**config.mk**
```make
export PLATFORM = sky130hd
export DESIGN_NAME = sprite_and_sample_dma_sequencer_core
export DESIGN_NICKNAME = d
export VERILOG_FILES = /design/src/rtl/core/ssds_pkg.sv /design/src/rtl/core/sprite_and_sample_dma_sequencer_core.sv
export SDC_FILE = /design/constraint.sdc
export NUM_CORES = 1
export LEC_CHECK = 0
export BUFFER_PORTS_ARGS = -buffer_cell sky130_fd_sc_hd__clkbuf_2
export CELL_PAD_IN_SITES_DETAIL_PLACEMENT = 0
export CELL_PAD_IN_SITES_GLOBAL_PLACEMENT = 1
export CORE_ASPECT_RATIO = 1.2
export CORE_MARGIN = 8
export CORE_UTILIZATION = 46
export DETAILED_ROUTE_END_ITERATION = 16
export PLACE_DENSITY = 0.78
export SLEW_MARGIN = 20
export SYNTH_ARGS = -nofsm -noshare
export SYNTH_HDL_FRONTEND = slang
export SYNTH_SLANG_ARGS = --single-unit
```
**constraint.sdc**
```tcl
create_clock -name i_clk -period 4.2 [get_ports i_clk]
set_input_delay 0.84 -clock i_clk [delete_from_list [all_inputs] [get_ports i_clk]]
set_output_delay 0.84 -clock i_clk [all_outputs]
set_load 0.05 [all_outputs]
```
**src/rtl/core/ssds_pkg.sv**
```systemverilog
package ssds_pkg;

    localparam int unsigned SAMPLE_CYCLES = 4;
    localparam int unsigned BYTE_BITS     = 8;
    localparam int unsigned WAIT_W        = 3;

    typedef struct packed {
        logic        cpu_runs;
        logic        oam_write_valid;
        logic [7:0]  oam_write_index;
        logic [7:0]  oam_write_data;
        logic        dmc_sample_valid;
        logic [7:0]  dmc_sample;
        logic [15:0] next_read_address;
    } t_result;

endpackage

```
**src/rtl/core/sprite_and_sample_dma_sequencer_core.sv**
```systemverilog
// Channel | Dir | Handshake                 | Fields
// --------+-----+---------------------------+------------------------------------------------
// input   | in  | i_in_valid / o_in_stall   | i_bus_data, i_oam_request/page_in, i_dmc_*
// output  | out | o_out_valid / i_out_stall | o_cpu_runs, o_oam_write_*, o_dmc_*, o_next_read_*
//
// One transfer in per cycle while o_in_stall is low: the state update and the result are one
// short level of logic. A result register plus a skid register sit on the output; a result is
// registered at its transfer edge, into the result register or, while that is held, into the
// skid register. An item is taken whenever the skid register is empty.
// Reset (i_rst_n low, synchronous) clears all DMA state, parity and both valid flags.
// o_in_stall is a register output and rises only when both output entries are full.
module sprite_and_sample_dma_sequencer_core
    import ssds_pkg::*;
(
    input  logic        i_clk,
    input  logic        i_rst_n,

    input  logic        i_in_valid,
    output logic        o_in_stall,
    input  logic [7:0]  i_bus_data,
    input  logic        i_oam_request,
    input  logic [7:0]  i_oam_page_in,
    input  logic        i_dmc_request,
    input  logic [15:0] i_dmc_address_in,

    output logic        o_out_valid,
    input  logic        i_out_stall,
    output logic        o_cpu_runs,
    output logic        o_oam_write_valid,
    output logic [7:0]  o_oam_write_index,
    output logic [7:0]  o_oam_write_data,
    output logic        o_dmc_sample_valid,
    output logic [7:0]  o_dmc_sample,
    output logic [15:0] o_next_read_address
);

    // DMA sequencing state
    logic              r_cycle_parity,    n_cycle_parity;
    logic              r_sprite_pending,  n_sprite_pending;
    logic              r_sprite_active,   n_sprite_active;
    logic [7:0]        r_sprite_page,     n_sprite_page;
    logic [7:0]        r_sprite_offset,   n_sprite_offset;
    logic [7:0]        r_sprite_byte,     n_sprite_byte;
    logic              r_sample_pending,  n_sample_pending;
    logic              r_sample_active,   n_sample_active;
    logic [15:0]       r_sample_address,  n_sample_address;
    logic [WAIT_W-1:0] r_sample_wait,     n_sample_wait;

    // Output register and skid register
    t_result r_out, r_skid, n_result;
    logic    r_out_valid, r_skid_valid;

    logic in_fire;
    logic out_fire;

    assign in_fire  = i_in_valid && !r_skid_valid;
    assign out_fire = r_out_valid && !i_out_stall;

    // Next state and result for the item being transferred in this cycle.
    always_comb begin
        n_cycle_parity   = r_cycle_parity;
        n_sprite_pending = r_sprite_pending;
        n_sprite_active  = r_sprite_active;
        n_sprite_page    = r_sprite_page;
        n_sprite_offset  = r_sprite_offset;
        n_sprite_byte    = r_sprite_byte;
        n_sample_pending = r_sample_pending;
        n_sample_active  = r_sample_active;
        n_sample_address = r_sample_address;
        n_sample_wait    = r_sample_wait;
        n_result         = '0;

        if (r_sprite_pending) begin
            // Sprite DMA owns the bus; sample DMA pauses with its count intact.
            if (!r_sprite_active && !r_cycle_parity) begin
                n_sprite_active = 1'b1;
            end
            if (n_sprite_active) begin
                if (!r_cycle_parity) begin
                    // Even cycle: latch the byte read from page:offset.
                    n_sprite_byte = i_bus_data;
                end else begin
                    // Odd cycle: write it and advance; wrap of offset ends the transfer.
                    n_result.oam_write_valid = 1'b1;
                    n_result.oam_write_index = r_sprite_offset;
                    n_result.oam_write_data  = r_sprite_byte;
                    n_sprite_offset          = r_sprite_offset + 8'd1;
                    if (n_sprite_offset == 8'd0) begin
                        n_sprite_pending = 1'b0;
                        n_sprite_active  = 1'b0;
                    end
                end
            end
        end else if (r_sample_pending) begin
            // Count stall cycles in the wait register, then read once it reaches SAMPLE_CYCLES.
            n_sample_active = 1'b1;
            n_sample_wait   = (r_sample_active ? r_sample_wait : '0) + WAIT_W'(1);
            if (n_sample_wait >= WAIT_W'(SAMPLE_CYCLES)) begin
                n_result.dmc_sample_valid = 1'b1;
                n_result.dmc_sample       = i_bus_data;
                n_sample_pending          = 1'b0;
                n_sample_active           = 1'b0;
                n_sample_wait             = '0;
            end
        end else begin
            n_result.cpu_runs = 1'b1;
        end

        // Requests take effect from the next cycle.
        if (i_oam_request) begin
            n_sprite_pending = 1'b1;
            n_sprite_page    = i_oam_page_in;
        end
        if (i_dmc_request) begin
            n_sample_pending = 1'b1;
            n_sample_address = i_dmc_address_in;
        end

        n_cycle_parity = !r_cycle_parity;

        // Announce the read of the next cycle.
        if (n_sprite_pending) begin
            if (!n_cycle_parity) begin
                n_result.next_read_address = {n_sprite_page, n_sprite_offset};
            end
        end else if (n_sample_pending && n_sample_active &&
                     n_sample_wait == WAIT_W'(SAMPLE_CYCLES - 1)) begin
            n_result.next_read_address = n_sample_address;
        end
    end

    // Advance state on each transfer in.
    always_ff @(posedge i_clk) begin
        if (!i_rst_n) begin
            r_cycle_parity   <= 1'b0;
            r_sprite_pending <= 1'b0;
            r_sprite_active  <= 1'b0;
            r_sprite_page    <= '0;
            r_sprite_offset  <= '0;
            r_sprite_byte    <= '0;
            r_sample_pending <= 1'b0;
            r_sample_active  <= 1'b0;
            r_sample_address <= '0;
            r_sample_wait    <= '0;
        end else if (in_fire) begin
            r_cycle_parity   <= n_cycle_parity;
            r_sprite_pending <= n_sprite_pending;
            r_sprite_active  <= n_sprite_active;
            r_sprite_page    <= n_sprite_page;
            r_sprite_offset  <= n_sprite_offset;
            r_sprite_byte    <= n_sprite_byte;
            r_sample_pending <= n_sample_pending;
            r_sample_active  <= n_sample_active;
            r_sample_address <= n_sample_address;
            r_sample_wait    <= n_sample_wait;
        end
    end

    // Output register with skid: refill from skid first, else from the new result;
    // park the new result in skid while the output register is held.
    always_ff @(posedge i_clk) begin
        if (!i_rst_n) begin
            r_out_valid  <= 1'b0;
            r_skid_valid <= 1'b0;
        end else if (!r_out_valid || out_fire) begin
            if (r_skid_valid) begin
                r_out_valid  <= 1'b1;
                r_skid_valid <= 1'b0;
            end else begin
                r_out_valid <= in_fire;
            end
        end else if (in_fire) begin
            r_skid_valid <= 1'b1;
        end
    end

    always_ff @(posedge i_clk) begin
        if (!r_out_valid || out_fire) begin
            if (r_skid_valid) begin
                r_out <= r_skid;
            end else if (in_fire) begin
                r_out <= n_result;
            end
        end else if (in_fire) begin
            r_skid <= n_result;
        end
    end

    assign o_in_stall          = r_skid_valid;
    assign o_out_valid         = r_out_valid;
    assign o_cpu_runs          = r_out.cpu_runs;
    assign o_oam_write_valid   = r_out.oam_write_valid;
    assign o_oam_write_index   = r_out.oam_write_index;
    assign o_oam_write_data    = r_out.oam_write_data;
    assign o_dmc_sample_valid  = r_out.dmc_sample_valid;
    assign o_dmc_sample        = r_out.dmc_sample;
    assign o_next_read_address = r_out.next_read_address;

    // A DMA action always stalls the processor, and only one DMA owns a cycle.
    a_write_stalls_cpu: assert property (@(posedge i_clk) disable iff (!i_rst_n)
        r_out_valid && (r_out.oam_write_valid || r_out.dmc_sample_valid) |->
            !r_out.cpu_runs && !(r_out.oam_write_valid && r_out.dmc_sample_valid))
        else $error("DMA action reported with processor running or both DMAs active");

    // The skid register is only occupied behind a full output register.
    a_skid_behind_out: assert property (@(posedge i_clk) disable iff (!i_rst_n)
        r_skid_valid |-> r_out_valid)
        else $error("skid register full while output register empty");

    // Every transfer in flips the cycle parity.
    a_parity_toggles: assert property (@(posedge i_clk) disable iff (!i_rst_n)
        in_fire |=> r_cycle_parity != $past(r_cycle_parity))
        else $error("cycle parity did not toggle on a transfer");

    // A sample wait count only runs while a sample transfer is active.
    a_wait_needs_active: assert property (@(posedge i_clk) disable iff (!i_rst_n)
        !r_sample_active |-> r_sample_wait == '0 || r_sprite_pending || !r_sample_pending)
        else $error("sample wait count nonzero without an active sample transfer");

endmodule

```
==> results.py, run 1 <==
metrics = {
    "cells_and_area": {
        "final_common_cell": "edfxtp_1",
        "postLayoutCellArea_um2": 7140,
        "leading_cell_types_in_the_layout_fill_and_taps_excluded": "86 x edfxtp_1, 82 x clkbuf_2, 68 x nand2_1, 49 x dfxtp_1, 37 x mux2_2",
        "drive_gt1_frac": 0.290,
        "num-nets-final": 603,
        "antennaDiodeCount": 0,
        "area_growth_pct": 17.1,
    },
    "critical_path": {
        "worstRegToRegCells": 6,
        "path_cells": "nand4_4, or3_4, a2111oi_4, a21o_2, o22ai_1, mux2_2",
        "setup.worst_path.class": "reg -> reg",
        "timing.critical_path.slowest_cell_delay_ns": 0.52,
        "cp_num_cells": 6,
        "critPathRequiredTime_ns": 4.36,
        "timing.critical_path.to_type": "flop",
        "critical_path.slowest_cell": "dfxtp_1",
        "crit_fanout": 10,
        "critPathBufInv": 0,
        "cpLargestDelayFamily": "compound AO/OA/AOI/OAI gates",
        "critical_path_launch_point_type": "flop",
        "cp.arrival_ns": 2.80,
    },
    "logic_synthesis": {
        "synthesis.area_um2": 6100,
        "post_synth_inst_count": 487,
        "ys_warn_count": 0,
        "synth_area_leaders": "edfxtp_1 42%, dfxtp_1 16%, mux2_2 6.8%",
        "post-synth-top-area-fraction": 0.423,
        "avgSynthCellArea_um2": 12.5,
        "postSynth.asyncResetShare": 0,
        "postSynthRegisterBits": 136,
        "synth_flop_cell": "edfxtp_1",
        "ys_types": 49,
        "postSynthNetCount": 528,
        "yosysSeqAreaShare": 0.587,
        "number_of_enable_flip_flop_cells_after_synthesis": 86,
        "post-synth-top-area-cell": "edfxtp_1",
    },
    "pwr": {
        "vdd_drop_max_mv": 0.295,
        "p_leak_nw": 2.92,
        "finalPower_mw": 3.28,
        "power-per-cell-area_nw_per_um2": 459,
    },
    "timing": {
        "timing.final.max_slew_violations": 0,
        "finalSetupViolCount": 0,
        "tightestPinTransition_ns": 0.996,
        "final_period_minus_worst_setup_slack_ns": 2.64,
        "fmax_mhz": 379,
        "tns_ns": 0,
        "setup_repair_after_global_routing_missed_its_margin": "false",
        "fin_crit_sh": 0.628,
        "fin_skew_ns": 0.00987,
        "whs_ns": 0.465,
        "report.final.hold_viol_count": 0,
        "worst_slew_margin": 0.333,
    },
    "route": {
        "route.final.wire_length_um": 12700,
        "number_of_remaining_drc_errors": 0,
        "detail_route.first_pass.iterations": 5,
        "detailroute.via_count": 3895,
        "avgViaCountPerCell": 5.24,
        "wl_per_cell_um": 17.0,
        "antenna_left": 0,
        "drt_first_iter_violations": 288,
    },
    "die": {
        "num_rows": 46,
        "floorplan.die.height_um": 142,
        "num_io_pins": 83,
        "die_width_um": 121,
        "floorplan.initialDensity": 0.467,
        "dieArea_um2": 17200,
        "core_area_um2": 13100,
    },
    "grt": {
        "globalRouteOverflowTotal": 0,
        "grt_util_all_layers": 0.149,
        "grt_max_degree": 53,
        "wire_length_of_the_first_global_routing_pass_um": 20100,
        "number_of_global_route_vias_before_repair": 3856,
        "antenna_found_initial": 0,
    },
    "placed_design": {
        "place.detailed.hpwl_um": 8790,
        "numPortBuffers": 82,
        "placed_cell_area_um2": 6540,
        "routability_congestion": 0.788,
    },
    "min_path": {
        "hp-class": "reg -> reg",
        "hold_depth": 2,
    },
    "clock_tree": {
        "max-clock-path-buffers": 2,
        "clkTransAtPathRegs_ns": 0.06,
        "htree_levels": 4,
        "cts_hold_buf": 0,
        "tritoncts_clock_tree": "built",
        "clk-insertion-delay-late_ns": 0.41,
        "cts_root_buffer": "clkbuf_16",
        "total_clock_sinks": 136,
        "post-cts-setup-buffer-count": 0,
        "cts_made_buffers": 17,
        "post_cts.resized_instances": 0,
    },
    "outcome": {
        "result_of_the_run": "finished clean",
    },
    "job": {
        "max-cap-violations": 0,
    },
}
[worst register-to-register path, delay by kind of cell (launching register included)]
kind	cells	cell delay (ns)
compound gates	3	0.99
flops	1	0.52
mux	1	0.30
simple gates	2	0.59
[metal layers]
| layer | track usage | vias up | wire length [µm] |
|---|---|---|---|
| met3 | 0.0389 | 11 | 750 |
| met2 | 0.233 | 106 | 6010 |
| met4 | 0.0507 | 0 | 99 |
| met5 | 0 | - | 0 |
| li1 | - | 1927 | - |
| met1 | 0.196 | 1851 | 5790 |
[worst paths after layout]
check                                                        end  slack, ns                             from
worst min-delay path               r_sprite_byte[5]$_SDFFE_PN0P_       0.47    r_sprite_byte[5]$_SDFFE_PN0P_
worst max-delay path            o_next_read_address[8]$_DFFE_PP_       1.56  r_sprite_offset[3]$_SDFFE_PN0P_
worst min register to register     r_sprite_byte[5]$_SDFFE_PN0P_       0.47    r_sprite_byte[5]$_SDFFE_PN0P_
worst max register to register  o_next_read_address[8]$_DFFE_PP_       1.56  r_sprite_offset[3]$_SDFFE_PN0P_
[sequential cells by signal, indices dropped and copies added (netlist names)]
register and count:
r_sample_address 16, o_out_valid 1, o_oam_write_index 8, o_oam_write_valid 1, o_dmc_sample 8, r_sprite_byte 8
r_sprite_offset 8, r_skid 43, r_sample_active 1, o_in_stall 1, r_sample_wait 3, o_oam_write_data 8
r_sample_pending 1, r_cycle_parity 1, r_sprite_page 8, o_cpu_runs 1, r_sprite_pending 1, r_sprite_active 1
o_dmc_sample_valid 1, o_next_read_address 16
[cell usage after synthesis, drive strengths merged, types with 2 or more instances]
cell,count
nor3,9
mux2i,26
mux2,37
and2,28
nor2,11
a21oi,3
o31ai,4
dfxtp,50
xor2,7
nor4,2
o22ai,17
nand3,16
inv,8
a21boi,24
ha,3
buf,14
edfxtp,86
nand2,68
clkbuf,17
or3,2
xnor2,8
o211a,16
nand4,2
o21ai,12
nand2b,2
[report_power, final]
group	internal (mW)	leakage (nW)	switching [mW]
clock	0.938	0.298	0.552
sequential	1.48	1.24	0.0288
combinational	0.0823	1.38	0.203
total	2.50	2.92	0.784
[stage by stage]
step,std cells,setup slack (ns),util
global placement,711,1.37,0.500
global route,743,1.40,0.547
floorplan,487,0.364,-
detailed placement,711,1.33,0.500
CTS,743,1.54,0.547
finish,743,1.56,0.547
[final cells by class]
| cell class | count | area [µm²] |
|---|---|---|
| inverter | 8 | 30.0 |
| timing repair buffer | 88 | 455 |
| tap | 168 | 210 |
| fill | 1104 | 5920 |
| clock buffer | 24 | 523 |
| sequential | 136 | 3580 |
| multi-input combinational | 311 | 2260 |
| clock inverter | 8 | 81.3 |
[logic make-up after synthesis]
kind of cell	count (synthesis)	share of synthesized area
mux	63	0.111
simple gates	148	0.120
xor+xnor	15	0.0215
fa+ha+maj	3	0.00615
flops	136	0.587
buf+inv	40	0.0461
compound gates	82	0.108
(Power assumes the default switching activity.)
==> run 2, diff against run 1 <==
--- a/config.mk
+++ b/config.mk
@@ -5,12 +5,13 @@
 export SDC_FILE = /design/constraint.sdc
 export NUM_CORES = 1
 export LEC_CHECK = 0
+export ABC_AREA = 1
 export BUFFER_PORTS_ARGS = -buffer_cell sky130_fd_sc_hd__clkbuf_2
 export CELL_PAD_IN_SITES_DETAIL_PLACEMENT = 0
 export CELL_PAD_IN_SITES_GLOBAL_PLACEMENT = 1
 export CORE_ASPECT_RATIO = 1.2
 export CORE_MARGIN = 8
-export CORE_UTILIZATION = 46
+export CORE_UTILIZATION = 44
 export DETAILED_ROUTE_END_ITERATION = 16
 export PLACE_DENSITY = 0.78
 export SLEW_MARGIN = 20
==> constraint.sdc (replaced) <==
create_clock -name i_clk -period 2.75 [get_ports i_clk]
set_input_delay 0.55 -clock i_clk [delete_from_list [all_inputs] [get_ports i_clk]]
set_output_delay 0.55 -clock i_clk [all_outputs]
set_load 0.05 [all_outputs]
==> results.py, run 2 <==
metrics = {
    "outcome": {
        "result_of_the_run": "finished clean",
    },
    "logic_synthesis": {
        "post_synth_inst_count": 660,
        "post_synthesis_compound_gate_area_fraction": 0.0874,
        "synth_simple_gate_area_share": 0.221,
        "yosysSeqAreaShare": 0.579,
        "synth_flop_cell": "edfxtp_1",
        "synth_xor_xnor_area_share": 0.00708,
        "post-synth-top-area-fraction": 0.417,
        "library_cell_with_the_highest_instance_count_after_synthesis": "nand2_1",
        "synthesis.area_um2": 6190,
        "avgSynthCellArea_um2": 9.37,
        "ys_warn_count": 0,
        "synth_commonest_cells": "159 x nand2_1, 86 x edfxtp_1, 54 x o21ai_0",
        "main_combinational_cell_family_by_area_after_synthesis": "simple AND/OR/NAND/NOR gates",
        "postSynth.asyncResetShare": 0,
        "ys_types": 32,
        "postSynthRegisterBits": 136,
        "synth_area_leaders": "edfxtp_1 42%, dfxtp_1 16%, nand2_1 9.6%",
        "number_of_enable_flip_flop_cells_after_synthesis": 86,
        "post-synth-top-area-cell": "edfxtp_1",
        "synth-adder-area-share": 0.00607,
        "post_synthesis_mux_area_share": 0.0388,
        "postSynthNetCount": 701,
    },
    "clock_tree": {
        "cts_made_buffers": 17,
        "total_clock_sinks": 136,
        "clk-insertion-delay-late_ns": 0.41,
        "tritoncts_clock_tree": "built",
        "cts_hold_buf": 0,
        "max-clock-path-buffers": 2,
        "htree_levels": 4,
        "post-cts-setup-buffer-count": 0,
        "cts_root_buffer": "clkbuf_16",
        "post_cts.resized_instances": 0,
        "clkTransAtPathRegs_ns": 0.06,
    },
    "pwr": {
        "vdd_drop_max_mv": 0.413,
        "p_leak_nw": 3.22,
        "power-per-cell-area_nw_per_um2": 739,
    },
    "route": {
        "route.final.wire_length_um": 14300,
        "antenna_left": 0,
        "avgViaCountPerCell": 5.09,
        "wl_per_cell_um": 15.5,
        "drt_first_iter_violations": 280,
        "detailroute.via_count": 4680,
        "detail_route.first_pass.iterations": 4,
        "number_of_remaining_drc_errors": 0,
    },
    "cells_and_area": {
        "registers.top_by_ff_count": "r_skid",
        "largest_register_ffs": 43,
        "antennaDiodeCount": 0,
        "num-nets-final": 777,
        "fill_cells": 1266,
        "area_growth_pct": 19.8,
        "final_common_cell": "nand2_1",
        "postLayoutCellArea_um2": 7410,
        "drive_gt1_frac": 0.207,
        "finalCoreUtilization": 0.539,
        "leading_cell_types_in_the_layout_fill_and_taps_excluded": "159 x nand2_1, 86 x edfxtp_1, 82 x clkbuf_2, 54 x o21ai_0, 52 x inv_1",
    },
    "min_path": {
        "hold_depth": 3,
        "hp-class": "in -> reg",
        "whs_endpoint": "r_skid[16]$_DFFE_PP_",
        "startpoint_of_the_tightest_hold_check_path": "i_bus_data[0]",
    },
    "timing": {
        "fin_skew_ns": 0.0120,
        "tightestPinTransition_ns": 0.604,
        "fmax_mhz": 453,
        "fin_crit_sh": 0.802,
        "report.final.hold_viol_count": 0,
        "finalSetupViolCount": 0,
        "final_period_minus_worst_setup_slack_ns": 2.21,
        "timing.final.max_slew_violations": 0,
        "setup_repair_after_global_routing_missed_its_margin": "false",
        "tns_ns": 0,
        "worst_slew_margin": 0.597,
    },
    "placed_design": {
        "place.detailed.hpwl_um": 9780,
        "placed_cell_area_um2": 6760,
        "numPortBuffers": 82,
        "routability_congestion": 0.824,
    },
    "critical_path": {
        "critical_path_launch_point_type": "flop",
        "ff2ff_setup_slack_ns": 0.54,
        "regToRegEndpoint": "r_skid[1]$_DFFE_PP_",
        "cpLargestDelayFamily": "simple AND/OR/NAND/NOR gates",
        "timing.critical_path.to_type": "flop",
        "path_cells": "nand2_1, inv_1, ha_1, inv_1, nand3_1, nand2_1, nand3_1, nand2_1, nor2_2, buf_4, nand3b_1, nand3_1, and2_1",
        "timing.critical_path.slowest_cell_delay_ns": 0.35,
        "critPathBufInv": 3,
        "critPathRequiredTime_ns": 2.91,
        "reg2reg_from": "r_sample_active$_SDFFE_PN0P_",
        "setup.worst_path.class": "reg -> reg",
        "crit_fanout": 16,
        "critical_path.slowest_cell": "dfxtp_1",
        "worstRegToRegCells": 13,
        "cp.arrival_ns": 2.36,
    },
    "grt": {
        "number_of_global_route_vias_before_repair": 4758,
        "wire_length_of_the_first_global_routing_pass_um": 23900,
        "groute.layer.met2.usage": 0.261,
        "grt_max_degree": 56,
        "globalRouteOverflowTotal": 0,
        "antenna_found_initial": 0,
        "grt-busiest-layer": "met2",
        "grt_util_all_layers": 0.161,
        "grt.met3_usage": 0.0445,
        "grtUsageMet1": 0.199,
    },
    "die": {
        "floorplan.die.height_um": 146,
        "floorplan.initialDensity": 0.450,
        "die_width_um": 124,
        "dieArea_um2": 18100,
        "num_rows": 47,
        "num_io_pins": 83,
        "core_area_um2": 13800,
    },
    "job": {
        "max-cap-violations": 0,
    },
}
run 2: cell count changes after synthesis, moves of 9 or more:
cell	previous run	this run
o21ai_0	11	54
nand3_1	16	41
and2_1	27	16
o211a_1	16	0
nand3b_1	0	16
nor2_1	11	29
inv_1	8	52
a21oi_1	3	47
nand2_2	0	10
nand2_1	68	159
mux2_2	37	0
o22ai_1	15	0
a21boi_0	24	0
clkbuf_1	13	22
run 2: final cells by class:
| type | instances | area, µm² | area share |
|---|---|---|---|
| multi-input cells | 433 | 2250 | 0.303 |
| inverters | 56 | 210 | 0.0283 |
| repair buffers | 92 | 498 | 0.0672 |
| flip-flops and latches | 136 | 3580 | 0.483 |
| well taps | 171 | 214 | 0.0289 |
| clock buffers | 19 | 433 | 0.0584 |
| clock inverters | 13 | 225 | 0.0304 |
run 2: cell families after synthesis:
logic type | after synthesis
and+or+nand+nor | 295
AOI/OAI and AO/OA | 106
muxes | 24
buffers and inverters | 91
adders and majority gates | 3
DFF | 136
xor gates and xnor gates | 5
run 2: worst max-delay path by stage:
stage                                       startpoint                          endpoint  slack, ns  cells after the start
after floorplan                o_in_stall$_SDFFE_PP0P_              o_cpu_runs$_DFFE_PP_        0.1                      3
after global placement    r_sample_active$_SDFFE_PN0P_               r_skid[1]$_DFFE_PP_       0.64                     13
after detailed placement  r_sample_active$_SDFFE_PN0P_               r_skid[1]$_DFFE_PP_       0.58                     13
after CTS                 r_sample_active$_SDFFE_PN0P_  o_next_read_address[5]$_DFFE_PP_       0.55                     14
after global routing      r_sample_active$_SDFFE_PN0P_               r_skid[5]$_DFFE_PP_       0.33                     13
final                     r_sample_active$_SDFFE_PN0P_               r_skid[1]$_DFFE_PP_       0.54                     13
run 2: metal layers:
| layer | wire, µm | up-vias |
|---|---|---|
| li1 | - | 2369 |
| met1 | 6670 | 2192 |
| met2 | 6720 | 108 |
| met3 | 664 | 11 |
| met4 | 205 | 0 |
| met5 | 0 | - |
run 2: worst min-delay path, stage by stage:
cell and delay (ns):
clkbuf_2 0.09, nand2_1 0.06, inv_1 0.05
run 2: stage by stage:
stage	power [mW]	instances	hold WS [ns]	setup WS, ns
after floorplan	2.82	660	0.429	0.0994
after global placement	2.97	888	0.440	0.640
after detailed placement	2.99	888	0.446	0.579
after CTS	5.55	920	0.422	0.550
after global routing	5.68	920	0.441	0.329
final	5.48	920	0.440	0.544
run 2: report_power, final:
part	internal [mW]	leakage (nW)	switching [mW]	total [mW]
clock	1.70	0.323	0.839	2.54
combinational	0.166	1.68	0.423	0.590
sequential	2.29	1.22	0.0612	2.35
